**src/rtl/lob_cmp.sv**
```systemverilog
`timescale 1ns / 1ps
`default_nettype none
// Shared compare unit: decides whether the candidate slot beats the current best.
module lob_cmp (
    input  wire logic        sell,
    input  wire logic        have_best,
    input  wire logic [31:0] cand_price,
    input  wire logic [31:0] best_price,
    input  wire logic [31:0] cand_age,
    input  wire logic [31:0] best_age,
    output logic             better
);
    always_comb begin
        if (!have_best) begin
            better = 1'b1;
        end else if (cand_price != best_price) begin
            better = sell ? (cand_price < best_price) : (cand_price > best_price);
        end else begin
            better = cand_age > best_age;
        end
    end
endmodule
`default_nettype wire

```
**config.mk**
```make
export PLATFORM = sky130hd
export DESIGN_NAME = lob_cmp
export DESIGN_NICKNAME = d
export VERILOG_FILES = /design/src/rtl/lob_cmp.sv
export SDC_FILE = /design/constraint.sdc
export NUM_CORES = 1
export LEC_CHECK = 0
export BUFFER_PORTS_ARGS = -buffer_cell sky130_fd_sc_hd__buf_2
export CAP_MARGIN = 30
export CORE_MARGIN = 2
export CORE_UTILIZATION = 42
export DETAILED_ROUTE_END_ITERATION = 7
export GPL_TIMING_DRIVEN = 0
export MAX_ROUTING_LAYER = met4
export PLACE_DENSITY_LB_ADDON = 0.3
export SYNTH_ARGS = -nofsm -noshare
export SYNTH_HDL_FRONTEND = slang
export SYNTH_SLANG_ARGS = --single-unit
```
**constraint.sdc**
```tcl
create_clock -name vclk -period 2
set_input_delay 0.1 -clock vclk [all_inputs]
set_output_delay 0.1 -clock vclk [all_outputs]
set_load 0.02 [all_outputs]
```
[Word-level counts from Yosys, hierarchy flattened]
Index checks and enable logic that the tools add are counted.
Storage, ports and cells
  register bits: 0
Cells by class
  $lt $le $gt $ge: 3
  equal/unequal tests: 1
  mux-type cells: 3
Operators with widths (count)
  $gt 32x32->1: 2
  $lt 32x32->1: 1
  $ne 32x32->1: 1
  $mux 1: 3

[Depth between registers and ports, before layout]
Gate-level depths: netlist of the first run.
  depth in word-level cells: 4
  mapped depth: 9

[Least setup slack after synthesis of the first run]
OpenSTA, ideal clock, no wires.
  path kind: input to output
  start point: input port best_price[1]
  end point: output port better
  setup slack: 0.176 ns
  arrival: 1.724 ns
  stages: 9
  path buffers: 0
  data required time: 1.900 ns
  cells stage by stage: inv_1 ha_1 nor2b_4 o211ai_2 a21boi_1 or4b_1 a21oi_2 xnor2_1 o21a_1
On the way
  word-level cells in the longest chain between the ends: 4
RTL lines
  start, declared: RTL line 8  | input wire logic [31:0] best_price,
  $gt 32x32->1 or $lt 32x32->1 (tied branches): RTL line 17  | better = sell ? (cand_price < best_price) : (cand_price > best_price);
  $mux 1: RTL line 17
  $mux 1 *: RTL line 16  | end else if (cand_price != best_price) begin
  $mux 1 *: RTL line 14  | if (!have_best) begin
  end, declared: RTL line 11  | output logic better
Every way passes the cells marked *; elsewhere a longest branch is shown, timed or not.

[Worst setup path in the final report of the first run]
  start point: input port best_price[13]
  end point: output port better
Same word-level chain as after synthesis.

==> flow_summary_export.csv, run 1 <==
group,metric,value,unit
timing,slew_viol_final,0,
floorplan,area_enclosed_by_the_die_boundary,4450,sq um
place,count_of_placed_standard_cells_including_taps,401,
route,first_iter_violations,43,
yosys,yosys.area_share.simple,16.4,%
global_routing,vias_in_the_first_global_route,1796,
yosys,yosysWarningCount,0,
global_routing,grt_max_degree,4,
timing,rsz0062_at_grt,"yes",
yosys,synth-compound-area-share,19.8,%
worst_setup_path,crit_required,1900,ps
yosys,synth.largest_area_cell,"ha_1",
timing,fin_setup_tns,0,ps
layout,non_filler_instances,404,
timing,period_minus_slack,2000,ps
worst_setup_path,worst_setup_path_end_kind,"output pin",
floorplan,initial_core_utilization,44.4,%
min_path,min_delay_worst_endpoint,"better",
clocking,cts-hold-fix-buffers,0,
yosys,synth.cell_area,1650,sq um
global_routing,globalRouteOverflowTotal,0,
timing,period_utilization,100,%
power_and_ir_drop,power.share.clock,0,%
timing,timing.hold.ws,593,ps
floorplan,die_w,66.7,um
yosys,post_synth_xor_area_fraction,0.531,%
worst_setup_path,critical-path-max-stage-delay,550,ps
timing,worst_pin_slew,302,ps
layout,n_fill_cell,336,
worst_setup_path,critPathMaxFanout,2,
power_and_ir_drop,power.combinational.fraction,100.0,%
layout,finalNetCount,552,
power_and_ir_drop,seq_power_share,0,%
layout,finalInstanceArea,2650,sq um
yosys,post_synth_most_frequent_cells,"inv_1, ha_1, a21oi_1",
yosys,synth.net_count,416,
yosys,synth_adder_area_share,48.5,%
global_routing,all_layer_gr_usage,18.2,%
job,maxCapViolCount,0,
power_and_ir_drop,pwr_density_cell,181,nW/um^2
yosys,synth_top_cell_area_share,48.5,%
global_routing,grt_antenna_before_repair,0,
route,drcViolationCount,0,
route,wire_per_inst,11.1,um
layout,n_antenna_cell,0,
min_path,min-delay-start,"have_best",
floorplan,core_outline_area,3720,sq um
route,totalWireLength,4.48,mm
place,buffer_ports.inserted,131,
power_and_ir_drop,total_power,479,uW
layout,final_layout_size_suffix_gt1_share,49.2,%
global_routing,grt_pass1_wl,6.56,mm
timing,report.final.setup_viol,0,
worst_setup_path,worstSetupPathType,"primary input to output pin",
power_and_ir_drop,power.switching,212,uW
yosys,syn-mean-instance-area,7.43,sq um
route,total_number_of_vias,1984,
layout,layout.clock_buffers,0,
yosys,synth_cells,222,
yosys,seq_area_frac_synth,0,%
floorplan,num_rows,22,
timing,max-slew-margin-rel,79.7,%
place,dp_hpwl,3.88,mm
worst_setup_path,crit_path_top_delay_cell,"or4b_4",
yosys,main_combinational_cell_family_by_area_after_synthesis,"adder cells",
layout,register_area,0,sq um
route,post_drt_via_cell_ratio,4.91,
power_and_ir_drop,power_leakage,0.00161,uW
place,finalWeightedCongestion,0.723,
yosys,netlist-cell-type-count,30,
run_status,result_of_the_run,"complete, no violations",
power_and_ir_drop,sw_frac_of_total,44.2,%
route,antenna_violating_nets_post_route,0,
route,drt_first_pass_iters,4,
min_path,worstHoldPathType,"primary input to output pin",
min_path,hold-path-cell-count,4,
floorplan,die_height,66.7,um
layout,sequential_cell_count_of_the_final_layout,0,
floorplan,ios,131,
worst_setup_path,cp-start-kind,"primary input",
power_and_ir_drop,vdd.ir_drop.worst,85.0,uV
worst_setup_path,worstPathArrival,1900,ps
layout,synthToLayoutAreaGrowth,60.5,%
place,detailed_place.area,2370,sq um
yosys,yosys-mux-area-fraction,0,%
timing,max_freq,500,MHz
power_and_ir_drop,internal_power,267,uW
yosys,yosys-top-cells-area,"ha_1, inv_1, a21o_1, a21oi_1, nand4_1",
yosys,synthMostInstantiatedCell,"inv_1",
worst_setup_path,crit_chain,"buf_2 > inv_1 > ha_4 > nand4_2 > nor3_2 > a21boi_2 > or4b_4 > a21oi_4 > xnor2_1 > o21a_1 > buf_6",
timing,finalHoldViolations,0,
[area by class of cell]
class / instances / area (sq um) / share of cell area [%]
Tap cell: 48 / 60.1 / 2.27
Timing Repair Buffer: 134 / 697 / 26.3
Inverter: 65 / 249 / 9.40
Multi-Input combinational cell: 157 / 1640 / 62.0
[metrics by stage]
step                worst slack (ps)  util [%]
CTS                             2.29      65.4
floorplan                        176         -
detailed placement              -103      63.7
global route                   -95.8      71.3
finish                         0.689      71.3
global placement               -99.3      63.7
[critical path: cells and delay by family]
kind,cells,cell delay [ps]
AO/OA/AOI/OAI,3,490
XOR/XNOR,1,80
adder cells (fa/ha/maj),1,210
buffers and inverters,3,310
AND/OR/NAND/NOR,3,690
[placed cells by master, fill, tap and decap left out, types with 2 or more instances in the layout]
cell	count
buf_4	3
nor2_1	3
ha_1	48
buf_6	3
buf_2	128
a221oi_1	3
inv_2	11
inv_1	52
nand2_1	10
a211oi_1	2
a221o_1	2
and4_1	6
ha_4	16
a21oi_1	14
nand4_1	9
o21ai_0	5
a21o_1	12
nand3_1	6
inv_4	2
nor2b_1	2
[worst max-delay path by stage]
stage / start / to
floorplan: best_price[1] / better
global placement: cand_price[11] / better
detailed placement: cand_price[11] / better
CTS: cand_price[10] / better
global route: cand_price[1] / better
finish: best_price[13] / better
[metal layers]
metal,vias up,wire length [um],track usage [%]
li1,1052,-,-
met1,848,1760,20.3
met2,82,2330,36.4
met3,2,373,1.86
met4,0,19,0.765
met5,-,0,-
[logic make-up after synthesis]
| family | after synthesis |
|---|---|
| adder cells (fa/ha/maj) | 64 |
| XOR/XNOR | 1 |
| AND/OR/NAND/NOR | 44 |
| AO/OA/AOI/OAI | 48 |
| buffers and inverters | 65 |
[power by group through the flow]
stage                     sequential [uW]  combinational, uW  clock [uW]
after CTS                               0                428           0
final                                   0                479           0
after global placement                  0                396           0
after detailed placement                0                407           0
after global routing                    0                554           0
after floorplan                         0                230           0
[timing repair]
action | 4_1_cts | 5_1_grt
endpoints found under the hold margin | 0 | 0
pin swaps | 5 | 13
endpoints found under the setup margin | 1 | 1
setup buffers | 1 | 2
gates resized for setup | 7 | 37
gates cloned | 0 | 0
No activity file was read; power rests on OpenSTA's default activity.
==> run 2: changes to the inputs <==
Settings changed: SETUP_SLACK_MARGIN from default to 0.2.
==> flow_summary_export.csv, run 2 (synthesis gave the netlist of run 1 again) <==
group,metric,value,unit
floorplan,die_height,66.7,um
floorplan,ios,131,
global_routing,grt_max_degree,4,
timing,slew_viol_final,0,
worst_setup_path,crit_required,1900,ps
timing,period_utilization,98.8,%
global_routing,vias_in_the_first_global_route,1816,
layout,finalInstanceArea,2610,sq um
route,wire_per_inst,10.7,um
floorplan,area_enclosed_by_the_die_boundary,4450,sq um
timing,period_minus_slack,1980,ps
layout,mostFrequentLayoutCells,"buf_2, inv_1, ha_1",
power_and_ir_drop,seq_power_share,0,%
floorplan,num_rows,22,
global_routing,grt_antenna_before_repair,0,
timing,timing.hold.ws,599,ps
run_status,result_of_the_run,"complete, no violations",
route,drcViolationCount,0,
power_and_ir_drop,power_leakage,0.00161,uW
power_and_ir_drop,internal_power,263,uW
place,finalWeightedCongestion,0.851,
worst_setup_path,critPathMaxFanout,2,
place,detailed_place.area,2370,sq um
layout,final_layout_size_suffix_gt1_share,48.0,%
timing,worst_pin_slew,331,ps
power_and_ir_drop,power.combinational.fraction,100.0,%
worst_setup_path,worstPathArrival,1880,ps
route,totalWireLength,4.30,mm
global_routing,grt_pass1_wl,6.87,mm
layout,layout.clock_buffers,0,
layout,finalNetCount,552,
min_path,hold-path-cell-count,4,
layout,sequential_cell_count_of_the_final_layout,0,
layout,register_area,0,sq um
floorplan,core_outline_area,3720,sq um
layout,synthToLayoutAreaGrowth,57.8,%
layout,multi_input_comb_area,1620,sq um
worst_setup_path,cp-start-kind,"primary input",
power_and_ir_drop,vdd.ir_drop.worst,80.9,uV
place,dp_hpwl,3.82,mm
min_path,worstHoldPathType,"primary input to output pin",
power_and_ir_drop,total_power,469,uW
place,buffer_ports.inserted,131,
timing,max_freq,506,MHz
layout,n_fill_cell,340,
floorplan,die_w,66.7,um
floorplan,initial_core_utilization,44.4,%
route,drt_first_pass_iters,2,
timing,finalHoldViolations,0,
timing,rsz0062_at_grt,"yes",
min_path,min_delay_worst_endpoint,"better",
route,first_iter_violations,40,
power_and_ir_drop,power.switching,206,uW
global_routing,all_layer_gr_usage,19.4,%
route,total_number_of_vias,1965,
timing,max-slew-margin-rel,77.6,%
power_and_ir_drop,pwr_density_cell,180,nW/um^2
timing,report.final.setup_viol,0,
power_and_ir_drop,power.share.clock,0,%
job,maxCapViolCount,0,
layout,final_core_util,70.1,%
worst_setup_path,worstSetupPathType,"primary input to output pin",
min_path,min-delay-start,"have_best",
global_routing,globalRouteOverflowTotal,0,
route,antenna_violating_nets_post_route,0,
layout,n_antenna_cell,0,
layout,layout_commonest_cell,"buf_2",
worst_setup_path,worst_setup_path_end_kind,"output pin",
route,post_drt_via_cell_ratio,4.86,
power_and_ir_drop,sw_frac_of_total,44.0,%
-- run 2: changes by cell type in the layout (fill, tap and decap cells not counted), moves of 2 or more --
cell,before,now
inv_4,2,0
buf_2,128,130
buf_6,3,1
inv_1,52,54
-- run 2: metal layers --
layer  share of wire [%]  track usage [%]  vias up
met3                 7.5             1.35        4
met4                 1.1             1.79        0
li1                    -                -     1051
met1                  40             20.2      838
met5                   0                -        -
met2                  52             40.5       72
-- run 2: power groups by stage --
stage               Clock (uW)  Combinational (uW)  Sequential [uW]
floorplan                    0                 230                0
global placement             0                 396                0
detailed placement           0                 409                0
CTS                          0                 460                0
global route                 0                 539                0
finish                       0                 469                0
-- run 2: cell type report --
class,count,share of cell area (%)
timing repair buffer,134,26.3
inverter,65,9.37
multi-input combinational,157,62.1
tap,48,2.31
-- run 2: critical path: stages --
cell and delay (ps):
buf_2 100, inv_2 60, ha_4 190, nand4_1 120, nor3_2 70, a21boi_1 130
or4b_4 520, a21oi_2 160, xnor2_1 80, o21a_2 200, buf_6 130
-- run 2: worst max-delay path by stage --
stage                     cells past startpoint            from     end  slack, ps
after floorplan                               9   best_price[1]  better        220
after global placement                       10  cand_price[11]  better       -120
after detailed placement                     10  cand_price[11]  better       -120
after CTS                                    11   best_price[9]  better         30
after global routing                         10  cand_price[14]  better        -40
final                                        11   best_price[9]  better         20
-- run 2: stage by stage --
stage	cells	setup TNS [ps]	worst slack [ps]
global route	404	-37.8	-37.8
detailed placement	401	-122	-122
floorplan	222	0	217
finish	404	0	24.0
CTS	404	0	25.3
global placement	401	-116	-116
-- run 2: repair_timing --
| action | in CTS | in global routing |
|---|---|---|
| gates resized for setup | 23 | 11 |
| pin swaps | 9 | 3 |
| endpoints found under the setup margin | 1 | 1 |
| hold buffers | 0 | 0 |
| setup buffers | 3 | 0 |
